### src/rtl/mji_pkg.sv
package mji_pkg;

  // Block geometry
  localparam int unsigned JOINTS        = 4;
  localparam int unsigned POSITION_BITS = 16;
  localparam int unsigned LANE_BITS     = 16;
  localparam int unsigned JIDX_W        = 2;
  localparam int unsigned POS_OUT_W     = 16;

  // Configuration port
  localparam int unsigned DUR_W     = 32;
  localparam int unsigned CFG_W     = 64;
  localparam int unsigned CFG_IDX_W = 2;
  localparam logic [DUR_W-1:0] DURATION_RESET = 32'd1000;

  typedef enum logic [CFG_IDX_W-1:0] {
    REG_DURATION = 2'd0,
    REG_START    = 2'd1,
    REG_TARGET   = 2'd2
  } cfg_reg_e;

  // Fixed-point widths
  localparam int unsigned Q_FRAC   = 16;
  localparam int unsigned BLEND_W  = Q_FRAC + 1;
  localparam int unsigned POLY_W   = 22;
  localparam logic [BLEND_W-1:0] ONE_Q16 = 17'h10000;
  localparam logic [POLY_W-1:0]  POLY_BASE = 22'd655360;
  localparam int unsigned DIV_BITS = 16;

  // Front-to-back queue
  localparam int unsigned QUEUE_DEPTH = 8;
  localparam int unsigned QPTR_W      = 3;
  localparam int unsigned QCNT_W      = 4;

  typedef struct packed {
    logic [DIV_BITS-1:0] quo;
    logic                fin;
  } div_res_t;

  typedef struct packed {
    logic [BLEND_W-1:0] blend;
    logic               finished;
  } q_entry_t;

endpackage

### src/rtl/mji_if.sv
interface mji_in_if;
  logic                       valid;
  logic                       ready;
  logic [mji_pkg::DUR_W-1:0]  elapsed_time;

  modport source (output valid, output elapsed_time, input ready);
  modport sink   (input valid, input elapsed_time, output ready);
endinterface


### src/rtl/mji_divider.sv
module mji_divider (
  input  logic                      clk_i,
  input  logic                      rst_ni,
  input  logic                      valid_i,
  input  logic [mji_pkg::DUR_W-1:0] elapsed_i,
  input  logic [mji_pkg::DUR_W-1:0] duration_i,
  output logic                      valid_o,
  output mji_pkg::div_res_t         res_o
);

  typedef struct packed {
    logic [mji_pkg::DUR_W-1:0]    rem;
    logic [mji_pkg::DIV_BITS-1:0] quo;
    logic                         fin;
  } div_stage_t;

  logic       valid_q [0:mji_pkg::DIV_BITS];
  div_stage_t stage_q [0:mji_pkg::DIV_BITS];
  logic       fin_in;

  // One restoring step: shift the remainder, subtract the divisor where it fits
  function automatic div_stage_t div_step(input div_stage_t s,
                                          input logic [mji_pkg::DUR_W-1:0] d);
    logic [mji_pkg::DUR_W:0] shifted;
    logic                    ge;
    div_stage_t              r;
    shifted = {s.rem, 1'b0};
    ge      = (shifted >= {1'b0, d});
    r       = s;
    r.rem   = ge ? mji_pkg::DUR_W'(shifted - {1'b0, d}) : shifted[mji_pkg::DUR_W-1:0];
    r.quo   = {s.quo[mji_pkg::DIV_BITS-2:0], ge};
    return r;
  endfunction

  // Phase saturates once elapsed reaches the duration (zero duration too)
  assign fin_in = (elapsed_i >= duration_i);

  // Advance the valid bits
  always_ff @(posedge clk_i or negedge rst_ni) begin
    if (!rst_ni) begin
      for (int k = 0; k <= mji_pkg::DIV_BITS; k++) begin
        valid_q[k] <= 1'b0;
      end
    end else begin
      valid_q[0] <= valid_i;
      for (int k = 0; k < mji_pkg::DIV_BITS; k++) begin
        valid_q[k+1] <= valid_q[k];
      end
    end
  end

  // Advance the partial quotients, one bit per stage
  always_ff @(posedge clk_i) begin
    stage_q[0].rem <= fin_in ? '0 : elapsed_i;
    stage_q[0].quo <= '0;
    stage_q[0].fin <= fin_in;
    for (int k = 0; k < mji_pkg::DIV_BITS; k++) begin
      stage_q[k+1] <= div_step(stage_q[k], duration_i);
    end
  end

  assign valid_o   = valid_q[mji_pkg::DIV_BITS];
  assign res_o.quo = stage_q[mji_pkg::DIV_BITS].quo;
  assign res_o.fin = stage_q[mji_pkg::DIV_BITS].fin;

endmodule

### src/rtl/mji_front.sv
module mji_front (
  input  logic                      clk_i,
  input  logic                      rst_ni,
  mji_in_if.sink                    in_i,
  input  logic [mji_pkg::DUR_W-1:0] duration_i,
  input  logic                      pop_i,
  output logic                      push_o,
  output mji_pkg::q_entry_t         entry_o
);

  localparam int unsigned Q_SHIFT      = mji_pkg::Q_FRAC;
  localparam int unsigned BLEND_FULL_W = mji_pkg::BLEND_W + mji_pkg::POLY_W - Q_SHIFT;

  logic                              accept;
  logic [mji_pkg::QCNT_W-1:0]        cnt_q, cnt_d;
  logic                              div_valid;
  mji_pkg::div_res_t                 div_res;
  logic [mji_pkg::BLEND_W-1:0]       p_s0;
  logic [2*mji_pkg::BLEND_W-1:0]     sq_s0;
  logic [2*mji_pkg::BLEND_W-1:0]     cube_s1;
  logic [mji_pkg::POLY_W-1:0]        poly_s1;
  logic [mji_pkg::BLEND_W+mji_pkg::POLY_W-1:0] prod_s2;
  logic [BLEND_FULL_W-1:0]           blend_s2;

  logic                        v1_q, v2_q, v3_q;
  logic                        f1_q, f2_q, f3_q;
  logic [mji_pkg::BLEND_W-1:0] p1_q, p2_q1, p3_q, blend_q;
  logic [mji_pkg::POLY_W-1:0]  poly_q;

  // Accept while the queue still has a free place for every item in flight
  assign in_i.ready = (cnt_q < mji_pkg::QCNT_W'(mji_pkg::QUEUE_DEPTH));
  assign accept     = in_i.valid && in_i.ready;

  always_comb begin
    cnt_d = cnt_q;
    if (accept && !pop_i) begin
      cnt_d = cnt_q + 1'b1;
    end else if (!accept && pop_i) begin
      cnt_d = cnt_q - 1'b1;
    end
  end

  mji_divider u_div (
    .clk_i      (clk_i),
    .rst_ni     (rst_ni),
    .valid_i    (accept),
    .elapsed_i  (in_i.elapsed_time),
    .duration_i (duration_i),
    .valid_o    (div_valid),
    .res_o      (div_res)
  );

  // Clamp the phase and square it
  assign p_s0  = div_res.fin ? mji_pkg::ONE_Q16 : {1'b0, div_res.quo};
  assign sq_s0 = p_s0 * p_s0;

  // Cube and the quadratic factor 10 - 15p + 6p^2
  assign cube_s1 = p2_q1 * p1_q;
  assign poly_s1 = mji_pkg::POLY_BASE + mji_pkg::POLY_W'(p2_q1) * mji_pkg::POLY_W'(6)
                 - mji_pkg::POLY_W'(p1_q) * mji_pkg::POLY_W'(15);

  // Final product, saturated at one
  assign prod_s2  = p3_q * poly_q;
  assign blend_s2 = prod_s2[mji_pkg::BLEND_W+mji_pkg::POLY_W-1:Q_SHIFT];

  always_ff @(posedge clk_i or negedge rst_ni) begin
    if (!rst_ni) begin
      cnt_q <= '0;
      v1_q  <= 1'b0;
      v2_q  <= 1'b0;
      v3_q  <= 1'b0;
    end else begin
      cnt_q <= cnt_d;
      v1_q  <= div_valid;
      v2_q  <= v1_q;
      v3_q  <= v2_q;
    end
  end

  always_ff @(posedge clk_i) begin
    p1_q    <= p_s0;
    p2_q1   <= sq_s0[mji_pkg::BLEND_W+Q_SHIFT-1:Q_SHIFT];
    f1_q    <= div_res.fin;
    p3_q    <= cube_s1[mji_pkg::BLEND_W+Q_SHIFT-1:Q_SHIFT];
    poly_q  <= poly_s1;
    f2_q    <= f1_q;
    blend_q <= (blend_s2 > BLEND_FULL_W'(mji_pkg::ONE_Q16)) ? mji_pkg::ONE_Q16
             : blend_s2[mji_pkg::BLEND_W-1:0];
    f3_q    <= f2_q;
  end

  assign push_o           = v3_q;
  assign entry_o.blend    = blend_q;
  assign entry_o.finished = f3_q;

  a_credit_bound: assert property (@(posedge clk_i) disable iff (!rst_ni)
    cnt_q <= mji_pkg::QCNT_W'(mji_pkg::QUEUE_DEPTH))
    else $error("front: in-flight count beyond queue depth");

endmodule

### src/flat_wrapper.sv
// flat-port wrapper written by rule: the top's interface ports become plain ports
module mji_front_flat 
  (clk_i, rst_ni, duration_i, pop_i, push_o, entry_o, in_i_valid, in_i_elapsed_time, in_i_ready);
  mji_in_if in_i_i ();
  input  logic clk_i;
  input  logic rst_ni;
  input  logic [mji_pkg::DUR_W-1:0] duration_i;
  input  logic pop_i;
  output logic push_o;
  output mji_pkg::q_entry_t entry_o;
  input wire logic [$bits(in_i_i.valid)-1:0] in_i_valid;
  input wire logic [$bits(in_i_i.elapsed_time)-1:0] in_i_elapsed_time;
  output wire logic [$bits(in_i_i.ready)-1:0] in_i_ready;
  assign in_i_i.valid = in_i_valid;
  assign in_i_i.elapsed_time = in_i_elapsed_time;
  assign in_i_ready = in_i_i.ready;
  mji_front u_core (.clk_i(clk_i), .rst_ni(rst_ni), .in_i(in_i_i), .duration_i(duration_i), .pop_i(pop_i), .push_o(push_o), .entry_o(entry_o));
endmodule
### config.mk
export PLATFORM = sky130hd
export DESIGN_NAME = mji_front_flat
export DESIGN_NICKNAME = d
export VERILOG_FILES = /design/src/rtl/mji_pkg.sv /design/src/rtl/mji_if.sv /design/src/rtl/mji_divider.sv /design/src/rtl/mji_front.sv /design/src/flat_wrapper.sv
export SDC_FILE = /design/constraint.sdc
export NUM_CORES = 2
export LEC_CHECK = 0
export BUFFER_PORTS_ARGS = -buffer_cell sky130_fd_sc_hd__buf_2
export CAP_MARGIN = 20
export CORE_ASPECT_RATIO = 1.5
export CORE_MARGIN = 2
export CORE_UTILIZATION = 60
export DETAILED_ROUTE_END_ITERATION = 6
export PLACE_DENSITY = 0.86
export SYNTH_ARGS = -nofsm -noshare
export SYNTH_HDL_FRONTEND = slang
export SYNTH_SLANG_ARGS = --single-unit
### constraint.sdc
create_clock -name clk_i -period 19.26 [get_ports clk_i]
set_input_delay 3.852 -clock clk_i [delete_from_list [all_inputs] [get_ports clk_i]]
set_output_delay 3.852 -clock clk_i [all_outputs]
set_load 0.01 [all_outputs]
# Word-level counts from Yosys, hierarchy flattened
# Memory sizes are Yosys's and may differ from the RTL's.
# Index checks and enable logic that the tools add are counted.
[totals]
ram_bits = 833
elab_cells = 100
output_inout_bits = 20
n_memories = 1
inputBits = 68
reg_bits = 117
[classes]
n_reduce_logical = 6
muxes = 20
n_mul = 5
add_sub_neg = 20
order_cmp = 19
[mem_list]
columns = ["memory", "words", "word_bits", "read_ports", "rd_clocked_by_memory_dff", "write_ports", "line", "source"]
rows = [
  ["u_core.u_div.stage_q", 17, 49, 17, 0, 17, "mji_divider.sv:18", "div_stage_t stage_q [0:mji_pkg::DIV_BITS];"],
]
[ops]
columns = ["cell", "n"]
rows = [
  ["32-bit 2-to-1 mux", 17],
  ["33-bit by 32-bit greater-or-equal comparator with 1-bit output", 16],
  ["32-bit subtractor", 16],
  ["17-bit by 17-bit multiplier with 33-bit output", 2],
  ["17-bit by 22-bit multiplier with 39-bit output", 1],
  ["32-bit greater-or-equal comparator", 1],
  ["23-bit by 17-bit greater-than comparator with 1-bit output (second input constant)", 1],
  ["22-bit by 21-bit subtractor with 22-bit output", 1],
  ["20-bit by 20-bit adder with 21-bit output (first input constant)", 1],
  ["17-bit by 4-bit multiplier with 21-bit output (second input constant)", 1],
  ["17-bit by 2-bit multiplier with 19-bit output (second input constant)", 1],
  ["17-bit 2-to-1 mux", 1],
  ["4-bit 2-to-1 mux", 2],
  ["4-bit by 1-bit adder with 4-bit output (second input constant)", 1],
  ["4-bit less-than comparator (second input constant)", 1],
  ["4-bit by 1-bit subtractor with 4-bit output (second input constant)", 1],
  ["1-bit logical AND", 3],
  ["1-bit logical NOT", 2],
  ["2-bit nonzero test", 1],
]

# Longest topological paths before layout
[logic_depth]
ltp_word = 6
mapped_depth = 28
ltp_nobuf = 26

# Modules after synthesis
# A second synthesis with hierarchy kept.
[hier_totals]
hier_cells = 8738
area_unflattened_um2 = 78947.0
[modules_own_cells]
columns = ["module", "seq_area_each_um2", "area_each_um2", "cells_per_inst", "instances"]
rows = [
  ["mji_divider", 13738.2, 45149.6, 4989, 1],
  ["mji_front", 2016.9, 33797.4, 3749, 1],
]

# Worst setup path after synthesis
# No wires, ideal clock.
[synth_path]
kind = "input to register"
from = "in duration_i[18] (netlist bit)"
to = "mem u_core.u_div.stage_q[2][82] (netlist bit)"
path_stages = 15
t_required_ns = 19.139
arrival_time_ns = 6.848
path_slack_ns = 12.291
setup_time_ns = 0.121
path_buffers = 3
cell_sequence = "inv_1 > ha_1 > clkbuf_1 > nand4_1 > nor2_1 > a31o_2 > a21o_1 > a41o_1 > a221oi_1 > a211oi_1 > o21ai_1 > and2_1 > clkbuf_1 > buf_2 > mux2_2"
[synth_lines]
columns = ["item", "line", "source"]
rows = [
  ["start: declaration", "flat_wrapper.sv:7", "input logic [mji_pkg::DUR_W-1:0] duration_i;"],
  ["end: declaration", "mji_divider.sv:18", ""],
]

# Worst setup path after layout
[layout_path]
from = "reg u_core.p3_q[6] (netlist bit)"
to = "reg u_core.blend_q[3] (netlist bit)"
[layout_via]
elab_chain_cells = 2
[layout_rtl]
columns = ["item", "line", "source"]
rows = [
  ["start: declaration", "mji_front.sv:27", "logic [mji_pkg::BLEND_W-1:0] p1_q, p2_q1, p3_q, blend_q;"],
  ["start signal: assignment", "mji_front.sv:84", "p3_q <= cube_s1[mji_pkg::BLEND_W+Q_SHIFT-1:Q_SHIFT];"],
  ["17-bit by 22-bit multiplier with 39-bit output *", "mji_front.sv:63", "assign prod_s2 = p3_q * poly_q;"],
  ["23-bit by 17-bit greater-than comparator with 1-bit output", "mji_front.sv:87", "blend_q <= (blend_s2 > BLEND_FULL_W'(mji_pkg::ONE_Q16)) ? mji_pkg::ONE_Q16"],
  ["end signal: assignment", "mji_front.sv:87", ""],
  ["end: declaration", "mji_front.sv:27", ""],
]
# Mark *: on every way between the ends. The rest lies on a longest branch, timed or not.
# A chain may end at the register's enable or synchronous reset.

==> metrics.csv <==
metric,value,unit
R2R Path End,u_core.blend_q[3],
"Avg Cell Area, Syn",8.95,µm²
CP Class,reg -> reg,
layout cells sized above 1,0.0616,
global-route usage over all layers,0.322,
CP required,19.89,ns
nets@finish,10300,
Final min period,8.30,ns
"Remaining Overflow, GRT",0,
IO Count,88,
largest net degree at the start of global routing,60,
Die ar.,0.130,mm²
drt initial violations,4171,
"FF+latch count, synth",781,
Hold WC Path Type,reg -> reg,
Synth cell types,97,
final period utilization,0.431,
post-DP HPWL,154000,µm
Final Hold Fails,0,
number of port buffers,87,
"Arr. time, crit path",8.93,ns
Max-slew headroom,0.223,
Max Cap Violations,0,
total negative slack,0,ns
Most used DFF post-synth,dfxtp_1,
die width,295,µm
largest fanout on the critical path,22,
Worst Skew,0.0764,ns
"Seq/Total Area, Yosys",0.207,
Gate Count Post-Synth,8492,
number of setup buffers added after CTS,0,
hold_buf cts,0,
Synth Cell Area,0.0760,mm²
"EDFF count, synth",0,
vias post-DR,62100,
Pre-antenna DRT Iters,6,
die span in y,440,µm
endpoints failing setup,0,
antenna-violating nets left,0,
worst reg2reg path startpoint,u_core.p3_q[6],
outcome,"complete, no violations",
RSZ-0062 raised after global routing,no,
"Slew Viols, Final",0,
hold path start,u_core.u_div.stage_q[2][152],
Setup crit start kind,register,
Total Wirelength,207000,µm
CTS tree,done,
yosys warns,0,
Clock transition at path regs,0.06,ns
CTS sink count,781,
routed len/inst,20.1,µm
Reg2Reg Depth,22,
Max clock buf depth,3,
vias in the first global route,65300,
Async SR Flop Fraction,0.0307,
H-tree levels,3,
vias per inst,6.03,
post_cts resized,0,
Worst Hold Depth,0,
Worst setup EP type,register,
cts bufs inserted,80,
first-pass GRT wire length,329000,µm
initial antenna violation count,8,
DRC,0,
synthesis-to-finish area growth,6.88,%
Hold EP,u_core.u_div.stage_q[3][6],
Max Fclk,0.120,GHz
most frequent cells in the layout,"inv_1 (1117), ha_1 (908), nand2_1 (900)",
Worst Max-Slew Pin Slew,1.16,ns
R2R Setup Slk,10.96,ns
"commonest non-fill, non-tap cell in the layout",inv_1,
routability congestion estimate from global placement,0.967,
Fill cells,9778,
worst-skew pair later-pin latency,0.75,ns
Starting Density,0.602,
num rows,160,
Core Area,0.126,mm²
clk root buf,clkbuf_16,
per-layer routing:
layer  vias to the layer above  wire length (µm)  track usage
met3                      1228             13700       0.0548
met2                      2793            103000        0.576
li1                      28400                 -            -
met5                         -                30            0
met1                     29700             68900        0.320
met4                         4             21100        0.280
sequential cells by signal, indices dropped and copies added (netlist names), 4 cells and up:
name,count
u_core.u_div.stage_q,665
u_core.poly_q,22
u_core.blend_q,17
u_core.p2_q1,17
u_core.p3_q,17
u_core.p1_q,16
u_core.u_div.valid_q,16
u_core.cnt_q,4
cell families (layout without fill, tap and decap cells):
logic type / after synthesis / count (layout) / share of synthesized area
buffers and inverters: 1355 / 1428 / 0.0684
XOR/XNOR: 478 / 478 / 0.0551
multiplexers: 195 / 195 / 0.0286
AO/OA/AOI/OAI: 1702 / 1702 / 0.143
adder cells (fa/ha/maj): 1681 / 1681 / 0.353
other: 2 / 33 / 0.0000988
flip-flops: 781 / 781 / 0.207
AND/OR/NAND/NOR: 2298 / 2298 / 0.145
area by class of cell:
| type | count | area, µm² | share of cell area |
|---|---|---|---|
| clock inverter | 44 | 658 | 0.00810 |
| clock buffer | 102 | 2210 | 0.0273 |
| antenna | 9 | 22.5 | 0.000277 |
| multi-input combinational | 6378 | 55200 | 0.679 |
| sequential | 781 | 15800 | 0.194 |
| tap | 1701 | 2130 | 0.0262 |
| inverter | 1122 | 4210 | 0.0518 |
| timing repair buffer | 160 | 1060 | 0.0130 |
critical path: stages (launching register included):
cell	delay [ns]
dfxtp_1	1.04
nand2_1	0.20
fa_1	0.54
inv_1	0.05
fa_1	0.53
inv_1	0.05
fa_1	0.51
inv_1	0.06
fa_1	0.47
fa_1	0.56
fa_1	0.50
ha_1	0.42
a21oi_1	0.16
o21ai_0	0.16
nor3_1	0.21
o21ai_0	0.23
and3_1	0.26
a31oi_1	0.55
o21ai_0	0.30
a2111oi_0	0.54
a31o_2	0.25
nand2_1	0.27
nor4_1	0.33
worst max-delay path by stage:
| stage | from | slack (ns) | endpoint |
|---|---|---|---|
| final | u_core.p3_q[6] | 10.96 | u_core.blend_q[3] |
| after global routing | u_core.p3_q[6] | 10.38 | u_core.blend_q[3] |
| after CTS | u_core.p3_q[7] | 11.16 | u_core.blend_q[3] |
| after detailed placement | duration_i[1] | 10.53 | u_core.u_div.stage_q[3][183] |
| after global placement | duration_i[1] | 10.67 | u_core.u_div.stage_q[0][71] |
| after floorplan | duration_i[18] | 12.29 | u_core.u_div.stage_q[2][82] |
metrics by stage:
step           hold slack, ns  setup slack (ns)  cell area (µm²)  utilization  instances
2_1_floorplan           0.310             12.29            76100            -       8514
3_3_place_gp            0.310             10.67            78200        0.619      10100
3_5_place_dp            0.312             10.53            78300        0.620      10100
4_1_cts                 0.279             11.16            81200        0.642      10300
5_1_grt                 0.285             10.38            81300        0.643      10300
6_report                0.278             10.96            81300        0.643      10300
cell usage after synthesis (all sizes together), types with 10 or more instances:
cell     count  share of area
nor2       377          0.019
a211oi      50         0.0051
xnor2      329          0.038
o21ai      415          0.028
and2       340          0.028
or2         26         0.0021
o21bai      52         0.0051
a21oi      494          0.033
o31ai       51         0.0052
buf         53         0.0040
clkbuf     180         0.0090
nand2b      90         0.0074
nand4       71         0.0058
a211o       13         0.0015
nor2b      106         0.0088
nor3       124         0.0082
o31a        17         0.0020
nand4b      12         0.0014
and3        49         0.0040
dfrtp       24         0.0079
mux2i       16         0.0021
dfxtp      757           0.20
o41ai       10         0.0016
and4        17         0.0020
ha         908           0.15
fa         773           0.20
xor2       149          0.017
o211ai      28         0.0028
nor3b       11         0.0011
nand3      102         0.0067
nor4        23         0.0019
a31o        16         0.0018
a311oi      16         0.0018
a21boi      41         0.0041
a31oi       50         0.0043
or3         33         0.0027
a2111oi     12         0.0015
nand2      901          0.044
a21o       271          0.027
o21a        69         0.0068
a221oi      11         0.0013
mux2       179          0.027
inv       1122          0.055
Power is left out: the tool's default activity adds up to more than one toggle a clock period on the data nets, which glitch-free logic cannot reach.
