--- src/rtl/mji_pkg.sv ---
package mji_pkg;

  // Block geometry
  localparam int unsigned JOINTS        = 4;
  localparam int unsigned POSITION_BITS = 16;
  localparam int unsigned LANE_BITS     = 16;
  localparam int unsigned JIDX_W        = 2;
  localparam int unsigned POS_OUT_W     = 16;

  // Configuration port
  localparam int unsigned DUR_W     = 32;
  localparam int unsigned CFG_W     = 64;
  localparam int unsigned CFG_IDX_W = 2;
  localparam logic [DUR_W-1:0] DURATION_RESET = 32'd1000;

  typedef enum logic [CFG_IDX_W-1:0] {
    REG_DURATION = 2'd0,
    REG_START    = 2'd1,
    REG_TARGET   = 2'd2
  } cfg_reg_e;

  // Fixed-point widths
  localparam int unsigned Q_FRAC   = 16;
  localparam int unsigned BLEND_W  = Q_FRAC + 1;
  localparam int unsigned POLY_W   = 22;
  localparam logic [BLEND_W-1:0] ONE_Q16 = 17'h10000;
  localparam logic [POLY_W-1:0]  POLY_BASE = 22'd655360;
  localparam int unsigned DIV_BITS = 16;

  // Front-to-back queue
  localparam int unsigned QUEUE_DEPTH = 8;
  localparam int unsigned QPTR_W      = 3;
  localparam int unsigned QCNT_W      = 4;

  typedef struct packed {
    logic [DIV_BITS-1:0] quo;
    logic                fin;
  } div_res_t;

  typedef struct packed {
    logic [BLEND_W-1:0] blend;
    logic               finished;
  } q_entry_t;

endpackage

--- src/rtl/mji_if.sv ---


interface mji_out_if;
  logic                                valid;
  logic                                ready;
  logic [mji_pkg::JIDX_W-1:0]          joint_index;
  logic signed [mji_pkg::POS_OUT_W-1:0] joint_position;
  logic                                finished;
  logic                                last_joint;

  modport source (output valid, output joint_index, output joint_position,
                  output finished, output last_joint, input ready);
  modport sink   (input valid, input joint_index, input joint_position,
                  input finished, input last_joint, output ready);
endinterface

--- src/rtl/mji_back.sv ---
module mji_back (
  input  logic                      clk_i,
  input  logic                      rst_ni,
  input  logic                      empty_i,
  input  mji_pkg::q_entry_t         head_i,
  input  logic [mji_pkg::CFG_W-1:0] start_i,
  input  logic [mji_pkg::CFG_W-1:0] target_i,
  output logic                      pop_o,
  mji_out_if.source                 out_o
);

  localparam int unsigned PROD_W = mji_pkg::POSITION_BITS + 1 + mji_pkg::BLEND_W + 1;

  logic [mji_pkg::JIDX_W-1:0]               joint_q;
  logic                                     load, issue, last;
  logic signed [mji_pkg::POSITION_BITS-1:0] s_pos, t_pos, new_pos;
  logic signed [mji_pkg::POSITION_BITS:0]   diff;
  logic signed [mji_pkg::BLEND_W:0]         blend_s;
  logic signed [PROD_W-1:0]                 prod, sum;

  logic                                 valid_q;
  logic [mji_pkg::JIDX_W-1:0]           idx_q;
  logic signed [mji_pkg::POS_OUT_W-1:0] pos_q;
  logic                                 fin_q, last_q;

  // Issue a joint whenever the output register is free and a word waits
  assign load  = !valid_q || out_o.ready;
  assign issue = load && !empty_i;
  assign last  = (joint_q == mji_pkg::JIDX_W'(mji_pkg::JOINTS - 1));
  assign pop_o = issue && last;

  // Pick the lanes of the current joint
  assign s_pos = start_i[{joint_q, 4'b0000} +: mji_pkg::POSITION_BITS];
  assign t_pos = target_i[{joint_q, 4'b0000} +: mji_pkg::POSITION_BITS];

  // start + floor((target - start) * blend / 2^16)
  assign diff    = (mji_pkg::POSITION_BITS+1)'(t_pos) - (mji_pkg::POSITION_BITS+1)'(s_pos);
  assign blend_s = $signed({1'b0, head_i.blend});
  assign prod    = PROD_W'(diff) * PROD_W'(blend_s);
  assign sum     = PROD_W'(s_pos) + (prod >>> mji_pkg::Q_FRAC);
  assign new_pos = sum[mji_pkg::POSITION_BITS-1:0];

  always_ff @(posedge clk_i or negedge rst_ni) begin
    if (!rst_ni) begin
      joint_q <= '0;
      valid_q <= 1'b0;
    end else begin
      if (issue) begin
        joint_q <= last ? '0 : joint_q + 1'b1;
      end
      if (load) begin
        valid_q <= !empty_i;
      end
    end
  end

  // Hold the result until it is taken
  always_ff @(posedge clk_i) begin
    if (issue) begin
      idx_q  <= joint_q;
      pos_q  <= mji_pkg::POS_OUT_W'(new_pos);
      fin_q  <= head_i.finished;
      last_q <= last;
    end
  end

  assign out_o.valid          = valid_q;
  assign out_o.joint_index    = idx_q;
  assign out_o.joint_position = pos_q;
  assign out_o.finished       = fin_q;
  assign out_o.last_joint     = last_q;

  a_joint_order: assert property (@(posedge clk_i) disable iff (!rst_ni)
    (out_o.valid && out_o.ready && !out_o.last_joint) |=>
      (out_o.valid &&
       out_o.joint_index == mji_pkg::JIDX_W'($past(out_o.joint_index) + 1'b1)))
    else $error("back: joints of one word not delivered in sequence");

endmodule

--- src/flat_wrapper.sv ---
// flat-port wrapper written by rule: the top's interface ports become plain ports
module mji_back_flat 
  (clk_i, rst_ni, empty_i, head_i, start_i, target_i, pop_o, out_o_valid, out_o_joint_index, out_o_joint_position, out_o_finished, out_o_last_joint, out_o_ready);
  mji_out_if out_o_i ();
  input  logic clk_i;
  input  logic rst_ni;
  input  logic empty_i;
  input  mji_pkg::q_entry_t head_i;
  input  logic [mji_pkg::CFG_W-1:0] start_i;
  input  logic [mji_pkg::CFG_W-1:0] target_i;
  output logic pop_o;
  output wire logic [$bits(out_o_i.valid)-1:0] out_o_valid;
  output wire logic [$bits(out_o_i.joint_index)-1:0] out_o_joint_index;
  output wire logic [$bits(out_o_i.joint_position)-1:0] out_o_joint_position;
  output wire logic [$bits(out_o_i.finished)-1:0] out_o_finished;
  output wire logic [$bits(out_o_i.last_joint)-1:0] out_o_last_joint;
  input wire logic [$bits(out_o_i.ready)-1:0] out_o_ready;
  assign out_o_valid = out_o_i.valid;
  assign out_o_joint_index = out_o_i.joint_index;
  assign out_o_joint_position = out_o_i.joint_position;
  assign out_o_finished = out_o_i.finished;
  assign out_o_last_joint = out_o_i.last_joint;
  assign out_o_i.ready = out_o_ready;
  mji_back u_core (.clk_i(clk_i), .rst_ni(rst_ni), .empty_i(empty_i), .head_i(head_i), .start_i(start_i), .target_i(target_i), .pop_o(pop_o), .out_o(out_o_i));
endmodule
--- config.mk ---
export PLATFORM = sky130hd
export DESIGN_NAME = mji_back_flat
export DESIGN_NICKNAME = d
export VERILOG_FILES = /design/src/rtl/mji_pkg.sv /design/src/rtl/mji_if.sv /design/src/rtl/mji_back.sv /design/src/flat_wrapper.sv
export SDC_FILE = /design/constraint.sdc
export NUM_CORES = 1
export LEC_CHECK = 0
export BUFFER_PORTS_ARGS = -buffer_cell sky130_fd_sc_hd__buf_2
export CORE_MARGIN = 2
export CORE_UTILIZATION = 40
export CTS_CLUSTER_DIAMETER = 150
export CTS_CLUSTER_SIZE = 40
export DETAILED_ROUTE_END_ITERATION = 12
export HOLD_SLACK_MARGIN = 0.1
export PLACE_DENSITY = 0.58
export SYNTH_ARGS = -nofsm -noshare
export SYNTH_HDL_FRONTEND = slang
export SYNTH_SLANG_ARGS = --single-unit
--- constraint.sdc ---
create_clock -name clk_i -period 9.8 [get_ports clk_i]
set_input_delay 1.96 -clock clk_i [delete_from_list [all_inputs] [get_ports clk_i]]
set_output_delay 1.96 -clock clk_i [all_outputs]
set_load 0.02 [all_outputs]
== Word-level counts from Yosys, hierarchy flattened ==
Cells that the tools add are included.
Operators by class
  bitwise operators: 0
  reductions and logical operators: 5
  shift-type cells: 2
  div/mod/pow operators: 0
  magnitude comparators: 0
  add/subtract/negate cells: 3
  eq/ne operators: 1
  mux-type cells: 1
  multiply operators: 1
Operators by type and width (count)
  $shiftx 64x7->16: 2
  $mul 17x18->32: 1
  $sub 16x16->17: 1
  $add 16x16->16: 1
  $add 2x1->2 const B: 1
  $eq 2x2->1 const B: 1
  $logic_and 1x1->1: 2
  $logic_not 1->1: 2
  $mux 2: 1
  $logic_or 1x1->1: 1
Storage, ports and cells
  memories: 0
  input port bits: 150
  register bits after elaboration: 23
  memory bits (read-only): 0
  bits in latches: 0
  bits in writable memories: 0

== Longest topological paths before layout ==
  word-level depth: 4
  gate-level depth with buffers: 44
  depth with buffers taken out: 42

== Least setup slack after synthesis ==
Ideal clock, no wire load.
  kind: in2reg
  start: input start_i[48] in the netlist's numbering
  end: register u_core.pos_q, in the netlist u_core.out_o.joint_position[15] (data pin)
  data required time: 9.532 ns
  data arrival time: 11.048 ns
  stages on the path: 33
  setup slack: -1.516 ns
  buffers on the path: 1
  library setup time: 0.268 ns
  cell sequence: mux4_2 ha_1 fa_1 nor2b_1 o31a_1 o2111a_1 nor3_1 or3_1 xnor2_1 clkbuf_1 nand2_1 fa_1 fa_1 fa_1 fa_1 fa_1 fa_1 inv_1 ha_1 a2111oi_2 a311oi_1 a311oi_2 a221oi_2 a311o_1 a31o_1 xor2_1 ha_1 or2_2 a21oi_1 a31oi_1 nand3_1 nand2_1 xnor3_1
Between the ends
  word-level cells in the longest chain between the ends: 4
RTL lines
  from (decl): RTL line flat_wrapper.sv:9  | input logic [mji_pkg::CFG_W-1:0] start_i;
  $shiftx 64x7->16 *: RTL line mji_back.sv:33  | assign s_pos = start_i[{joint_q, 4'b0000} +: mji_pkg::POSITION_BITS];
  $sub 16x16->17: RTL line mji_back.sv:37  | assign diff = (mji_pkg::POSITION_BITS+1)'(t_pos) - (mji_pkg::POSITION_BITS+1)'(s_pos);
  $mul 17x18->32: RTL line mji_back.sv:39  | assign prod = PROD_W'(diff) * PROD_W'(blend_s);
  $add 16x16->16 *: RTL line mji_back.sv:40  | assign sum = PROD_W'(s_pos) + (prod >>> mji_pkg::Q_FRAC);
  via u_core.sum[15]: RTL line mji_back.sv:19  | logic signed [PROD_W-1:0] prod, sum;
  to (signal assigned): RTL line mji_back.sv:61  | pos_q <= mji_pkg::POS_OUT_W'(new_pos);
  to (decl): RTL line mji_back.sv:23  | logic signed [mji_pkg::POS_OUT_W-1:0] pos_q;
The timed path passes the listed nets; every way through them passes the cells marked *.
A chain may end at the register's enable or synchronous reset.

== Worst setup path in the final report ==
Same ends and word-level chain as after synthesis.

==> impl_results.html <==
<table>
<tr><th>Metric</th><th>Value</th></tr>
<tr><th colspan="2">Outcome</th></tr>
<tr><td>Run status</td><td>finished, violations left</td></tr>
<tr><td>Failing checks</td><td>negative setup slack</td></tr>
<tr><th colspan="2">Critical path</th></tr>
<tr><td>Critical path buffer and inverter count</td><td>6</td></tr>
<tr><td>Critical register-to-register path startpoint</td><td>u_core.joint_q[1]</td></tr>
<tr><td>Worst Setup End Kind</td><td>flop</td></tr>
<tr><td>Type of the worst setup path</td><td>in2reg</td></tr>
<tr><td>Top cell family by delay on the critical path</td><td>adder cells</td></tr>
<tr><td>Number of cells on the worst reg-to-reg path</td><td>38</td></tr>
<tr><td>Crit path max fanout</td><td>4</td></tr>
<tr><td>Crit path launch type</td><td>input pin</td></tr>
<tr><td>Worst setup slack for register-to-register paths</td><td>0.10 ns</td></tr>
<tr><td>Stage delay of the slowest cell on the critical path</td><td>0.58 ns</td></tr>
<tr><td>Worst path required time</td><td>9.83 ns</td></tr>
<tr><td>Signal arrival time at the worst endpoint</td><td>10.70 ns</td></tr>
<tr><td>Crit path top cell by count</td><td>sky130_fd_sc_hd__fa_1</td></tr>
<tr><td>Endpoint of the lowest-slack register-to-register path</td><td>u_core.out_o.joint_position[15]</td></tr>
<tr><td>Slowest stage cell, crit path</td><td>sky130_fd_sc_hd__fa_1</td></tr>
<tr><td>Worst setup path start</td><td>start_i[48]</td></tr>
<tr><th colspan="2">Yosys</th></tr>
<tr><td>Fraction of synthesized area in multiplexers</td><td>6.24%</td></tr>
<tr><td>Ranking of synthesized cells by area</td><td>sky130_fd_sc_hd__fa_1 (38%), sky130_fd_sc_hd__ha_1 (15%), sky130_fd_sc_hd__inv_1 (9.6%), sky130_fd_sc_hd__mux4_2 (6.1%), sky130_fd_sc_hd__edfxtp_1 (5.0%)</td></tr>
<tr><td>Most area-hungry cell type in the Yosys netlist</td><td>sky130_fd_sc_hd__fa_1</td></tr>
<tr><td>Syn nets</td><td>1,800</td></tr>
<tr><td>Adder-Cell Fraction of Synth Area</td><td>52.5%</td></tr>
<tr><td>Share of the synthesized area in the top cell type</td><td>37.8%</td></tr>
<tr><td>Register area share after synthesis</td><td>5.67%</td></tr>
<tr><td>Xor-xnor portion of the synthesized cell area</td><td>3.57%</td></tr>
<tr><td>Synth Warn #</td><td>0</td></tr>
<tr><td>Share of synthesized cell area in and, or, nand and nor gates</td><td>15.3%</td></tr>
<tr><td>Dominant combinational cell family by area after synthesis</td><td>adder cells</td></tr>
<tr><td>Post-synthesis async set-or-reset flop share</td><td>13.0%</td></tr>
<tr><td>Complex-gate fraction of the synthesized area</td><td>5.66%</td></tr>
<tr><td>Number of enable-type register cells in the synthesized netlist</td><td>20</td></tr>
<tr><td>Post-synthesis register bit count</td><td>23</td></tr>
<tr><td>Most used DFF post-synth</td><td>sky130_fd_sc_hd__edfxtp_1</td></tr>
<tr><td>Distinct cell type count after synthesis</td><td>53</td></tr>
<tr><td>Number of instances in the synthesized netlist</td><td>1,285</td></tr>
<tr><td>Netlist area before placement</td><td>11,900 µm²</td></tr>
<tr><td>Mean instance size in the synthesized netlist</td><td>9.27 µm²</td></tr>
<tr><th colspan="2">Route</th></tr>
<tr><td>Detailed Route Iter0 Violations</td><td>378</td></tr>
<tr><td>Number of nets with antenna violations after detailed routing</td><td>0</td></tr>
<tr><td>Detailed-route vias per instance</td><td>4.90</td></tr>
<tr><td>Detailed-route wire length per cell</td><td>16.5 µm</td></tr>
<tr><td>Detailed-route wire length</td><td>33,200 µm</td></tr>
<tr><td>Iteration count of the initial detailed-routing pass</td><td>4</td></tr>
<tr><td>Post-route DRC violation count</td><td>0</td></tr>
<tr><td>Vias after detailed routing</td><td>9,848</td></tr>
<tr><th colspan="2">Finish</th></tr>
<tr><td>Area of all placed cells without fillers</td><td>15,500 µm²</td></tr>
<tr><td>Nets@finish</td><td>2,137</td></tr>
<tr><td>Area added between synthesis and finish</td><td>30.4%</td></tr>
<tr><td>Number of diodes</td><td>0</td></tr>
<tr><td>Share of layout cells above drive strength 1</td><td>33.1%</td></tr>
<tr><td>Finished Core Util</td><td>52.7%</td></tr>
<tr><td>Number of filler instances in the final layout</td><td>2,741</td></tr>
<tr><th colspan="2">Timing</th></tr>
<tr><td>Fmax</td><td>93.7 MHz</td></tr>
<tr><td># setup viols final</td><td>11</td></tr>
<tr><td>Clock period minus final worst setup slack</td><td>10.68 ns</td></tr>
<tr><td>Fin. max-slew vios</td><td>0</td></tr>
<tr><td>Slack of the critical path</td><td>-0.878 ns</td></tr>
<tr><td>Worst setup skew after layout</td><td>0.00291 ns</td></tr>
<tr><td>Share of the cycle needed by the critical path after routing</td><td>109%</td></tr>
<tr><td>RSZ-0062 raised after global routing</td><td>true</td></tr>
<tr><td>Worst slew pin tran</td><td>0.500 ns</td></tr>
<tr><td>Sum of negative setup slack</td><td>-7.11 ns</td></tr>
<tr><td>Hold violation count in the final report</td><td>0</td></tr>
<tr><td>Max-slew headroom at the worst pin</td><td>66.6%</td></tr>
<tr><th colspan="2">Floorplanning</th></tr>
<tr><td>Initial Utilization</td><td>40.4%</td></tr>
<tr><td>DIE WIDTH</td><td>177 µm</td></tr>
<tr><td>Area of the core region</td><td>29,500 µm²</td></tr>
<tr><td>Y dimension of the die</td><td>177 µm</td></tr>
<tr><td>Overall die area</td><td>31,200 µm²</td></tr>
<tr><td>Placement row count</td><td>63</td></tr>
<tr><td>I/O pin count</td><td>172</td></tr>
<tr><th colspan="2">CTS</th></tr>
<tr><td>Cts bufs inserted</td><td>3</td></tr>
<tr><td>TritonCTS Sinks</td><td>23</td></tr>
<tr><td>Number of H-tree levels</td><td>1</td></tr>
<tr><td>Clock Pin Slew Worst Setup and Hold Paths</td><td>0.08 ns</td></tr>
<tr><td>Latest clock arrival within the worst-skew pair</td><td>0.28 ns</td></tr>
<tr><td>Maximum root-to-sink buffer count</td><td>2</td></tr>
<tr><td>Clock tree from TritonCTS</td><td>done</td></tr>
<tr><td>Root Driver</td><td>sky130_fd_sc_hd__clkbuf_16</td></tr>
<tr><th colspan="2">Place</th></tr>
<tr><td>Port buffer count</td><td>171</td></tr>
<tr><td>GPL Wtd Cong</td><td>0.837</td></tr>
<tr><td>Post-detail-place hpwl</td><td>27,400 µm</td></tr>
<tr><td>Instance area at placement</td><td>14,600 µm²</td></tr>
<tr><th colspan="2">GRT</th></tr>
<tr><td>Antenna violations before repair</td><td>1</td></tr>
<tr><td>Global routing usage summed across all routing layers</td><td>22.2%</td></tr>
<tr><td>Wire length of the first global-routing pass</td><td>54,300 µm</td></tr>
<tr><td>Maximum number of pins on one net before global-route repair</td><td>27</td></tr>
<tr><td>Number of global-route vias before repair</td><td>10,851</td></tr>
<tr><td>Total global routing overflow</td><td>0</td></tr>
<tr><th colspan="2">Min path</th></tr>
<tr><td>WHS Path Cells</td><td>2</td></tr>
<tr><td>Start point of the worst hold path</td><td>u_core.out_o.valid</td></tr>
<tr><td>Worst-case hold path end point</td><td>u_core.out_o.valid</td></tr>
<tr><td>Path class of the lowest-slack min-delay path</td><td>reg2reg</td></tr>
<tr><th colspan="2">Job</th></tr>
<tr><td>Maximum capacitance violations</td><td>0</td></tr>
</table>
[synth_stat cells (20+ instances only)]
| cell | number |
|---|---|
| sky130_fd_sc_hd__nand2_1 | 160 |
| sky130_fd_sc_hd__and2_1 | 87 |
| sky130_fd_sc_hd__clkbuf_1 | 41 |
| sky130_fd_sc_hd__xnor2_1 | 35 |
| sky130_fd_sc_hd__fa_1 | 225 |
| sky130_fd_sc_hd__a21oi_1 | 30 |
| sky130_fd_sc_hd__nor2b_1 | 37 |
| sky130_fd_sc_hd__mux4_2 | 32 |
| sky130_fd_sc_hd__edfxtp_1 | 20 |
| sky130_fd_sc_hd__nor2_1 | 31 |
| sky130_fd_sc_hd__ha_1 | 140 |
| sky130_fd_sc_hd__inv_1 | 305 |
[final cells by class]
class                           instances  area, µm²  share of cell area (%)
Multi-Input combinational cell        914      10600                    68.2
Timing Repair Buffer                  375       2540                    16.4
Inverter                              305       1140                    7.37
Sequential cell                        23        677                    4.36
Tap cell                              390        488                    3.14
Clock buffer                            3       75.1                   0.483
Clock inverter                          1       7.51                  0.0483
[per-stage QoR]
step	worst slack, ns	std cells	hold WS [ns]
after global placement	-1.54	1966	0.562
after floorplan	-0.854	1285	0.449
after global routing	-1.23	2011	0.626
after CTS	-0.916	1992	0.589
after detailed placement	-1.57	1966	0.584
final	-0.878	2011	0.591
[worst max-delay path by stage]
stage | end | cells after the start | slack (ns)
floorplan | u_core.out_o.joint_position[14] | 32 | -0.85
global placement | u_core.out_o.joint_position[14] | 37 | -1.54
detailed placement | u_core.out_o.joint_position[14] | 37 | -1.57
CTS | u_core.out_o.joint_position[15] | 36 | -0.92
global route | u_core.out_o.joint_position[15] | 39 | -1.23
finish | u_core.out_o.joint_position[15] | 37 | -0.88
[routing by layer]
layer / routed length (µm) / global-route usage [%] / share of wire [%] / up-vias
met5: 7 / 0 / 0.021 / -
met4: 808 / 5.27 / 2.4 / 2
met3: 1120 / 2.05 / 3.4 / 42
met2: 17700 / 41.9 / 53 / 189
met1: 13600 / 27.0 / 41 / 4974
li1: - / - / - / 4641
[worst register-to-register path, delay by kind of cell (launching register included)]
| family | cells | cell delay, ns |
|---|---|---|
| buffers and inverters | 8 | 1.28 |
| multiplexers | 1 | 0.33 |
| AO/OA/AOI/OAI | 12 | 2.13 |
| XOR/XNOR | 2 | 0.32 |
| adder cells (fa/ha/maj) | 9 | 3.83 |
| flip-flops | 1 | 0.65 |
| AND/OR/NAND/NOR | 6 | 0.90 |
[flip-flops by register name (all words and copies together), names as in the netlist]
name,flops
u_core.out_o.last_joint,1
u_core.out_o.joint_index,2
u_core.out_o.valid,1
u_core.joint_q,2
u_core.out_o.joint_position,16
u_core.out_o.finished,1
[placed cells by master (no fill, tap or decap), types with 4 or more instances in the layout]
master	synthesis	routed
sky130_fd_sc_hd__o21ai_0	18	10
sky130_fd_sc_hd__nand2_1	160	154
sky130_fd_sc_hd__a21oi_1	30	14
sky130_fd_sc_hd__nor2b_1	37	33
sky130_fd_sc_hd__ha_1	140	123
sky130_fd_sc_hd__mux4_2	32	32
sky130_fd_sc_hd__or2_2	10	8
sky130_fd_sc_hd__and2_4	0	4
sky130_fd_sc_hd__or3_1	7	6
sky130_fd_sc_hd__nand3_1	9	9
sky130_fd_sc_hd__buf_6	0	20
sky130_fd_sc_hd__o21ai_2	0	5
sky130_fd_sc_hd__xnor2_1	35	20
sky130_fd_sc_hd__ha_4	0	12
sky130_fd_sc_hd__buf_4	0	179
sky130_fd_sc_hd__xnor2_4	0	6
sky130_fd_sc_hd__a21o_1	13	13
sky130_fd_sc_hd__buf_2	0	170
sky130_fd_sc_hd__inv_2	0	15
sky130_fd_sc_hd__nand2_2	0	5
sky130_fd_sc_hd__fa_2	0	6
sky130_fd_sc_hd__and2_1	87	83
sky130_fd_sc_hd__o21a_1	10	10
sky130_fd_sc_hd__edfxtp_1	20	20
sky130_fd_sc_hd__xnor2_2	0	10
sky130_fd_sc_hd__xor2_1	11	7
sky130_fd_sc_hd__nor2_1	31	27
sky130_fd_sc_hd__nor3_1	7	5
sky130_fd_sc_hd__nand4_1	4	4
sky130_fd_sc_hd__a21oi_2	0	15
sky130_fd_sc_hd__buf_12	0	6
sky130_fd_sc_hd__ha_2	0	5
sky130_fd_sc_hd__and3_1	4	4
sky130_fd_sc_hd__fa_1	225	219
sky130_fd_sc_hd__inv_1	305	290
[cell families after synthesis]
family / count (synthesis)
buf+inv: 349
fa+ha+maj: 365
compound gates: 99
simple gates: 368
xor+xnor: 47
flops: 23
mux: 34
[what timing repair did]
item / 4_1_cts / 5_1_grt
hold buffers: 0 / 0
gates resized for setup: 54 / 57
buffers inserted: 24 / 20
cloned: 0 / 1
setup endpoints to repair: 12 / 14
pin swaps: 33 / 62
Power is left out: the tool's default activity adds up to more than one toggle a clock period on the data nets, which glitch-free logic cannot reach.
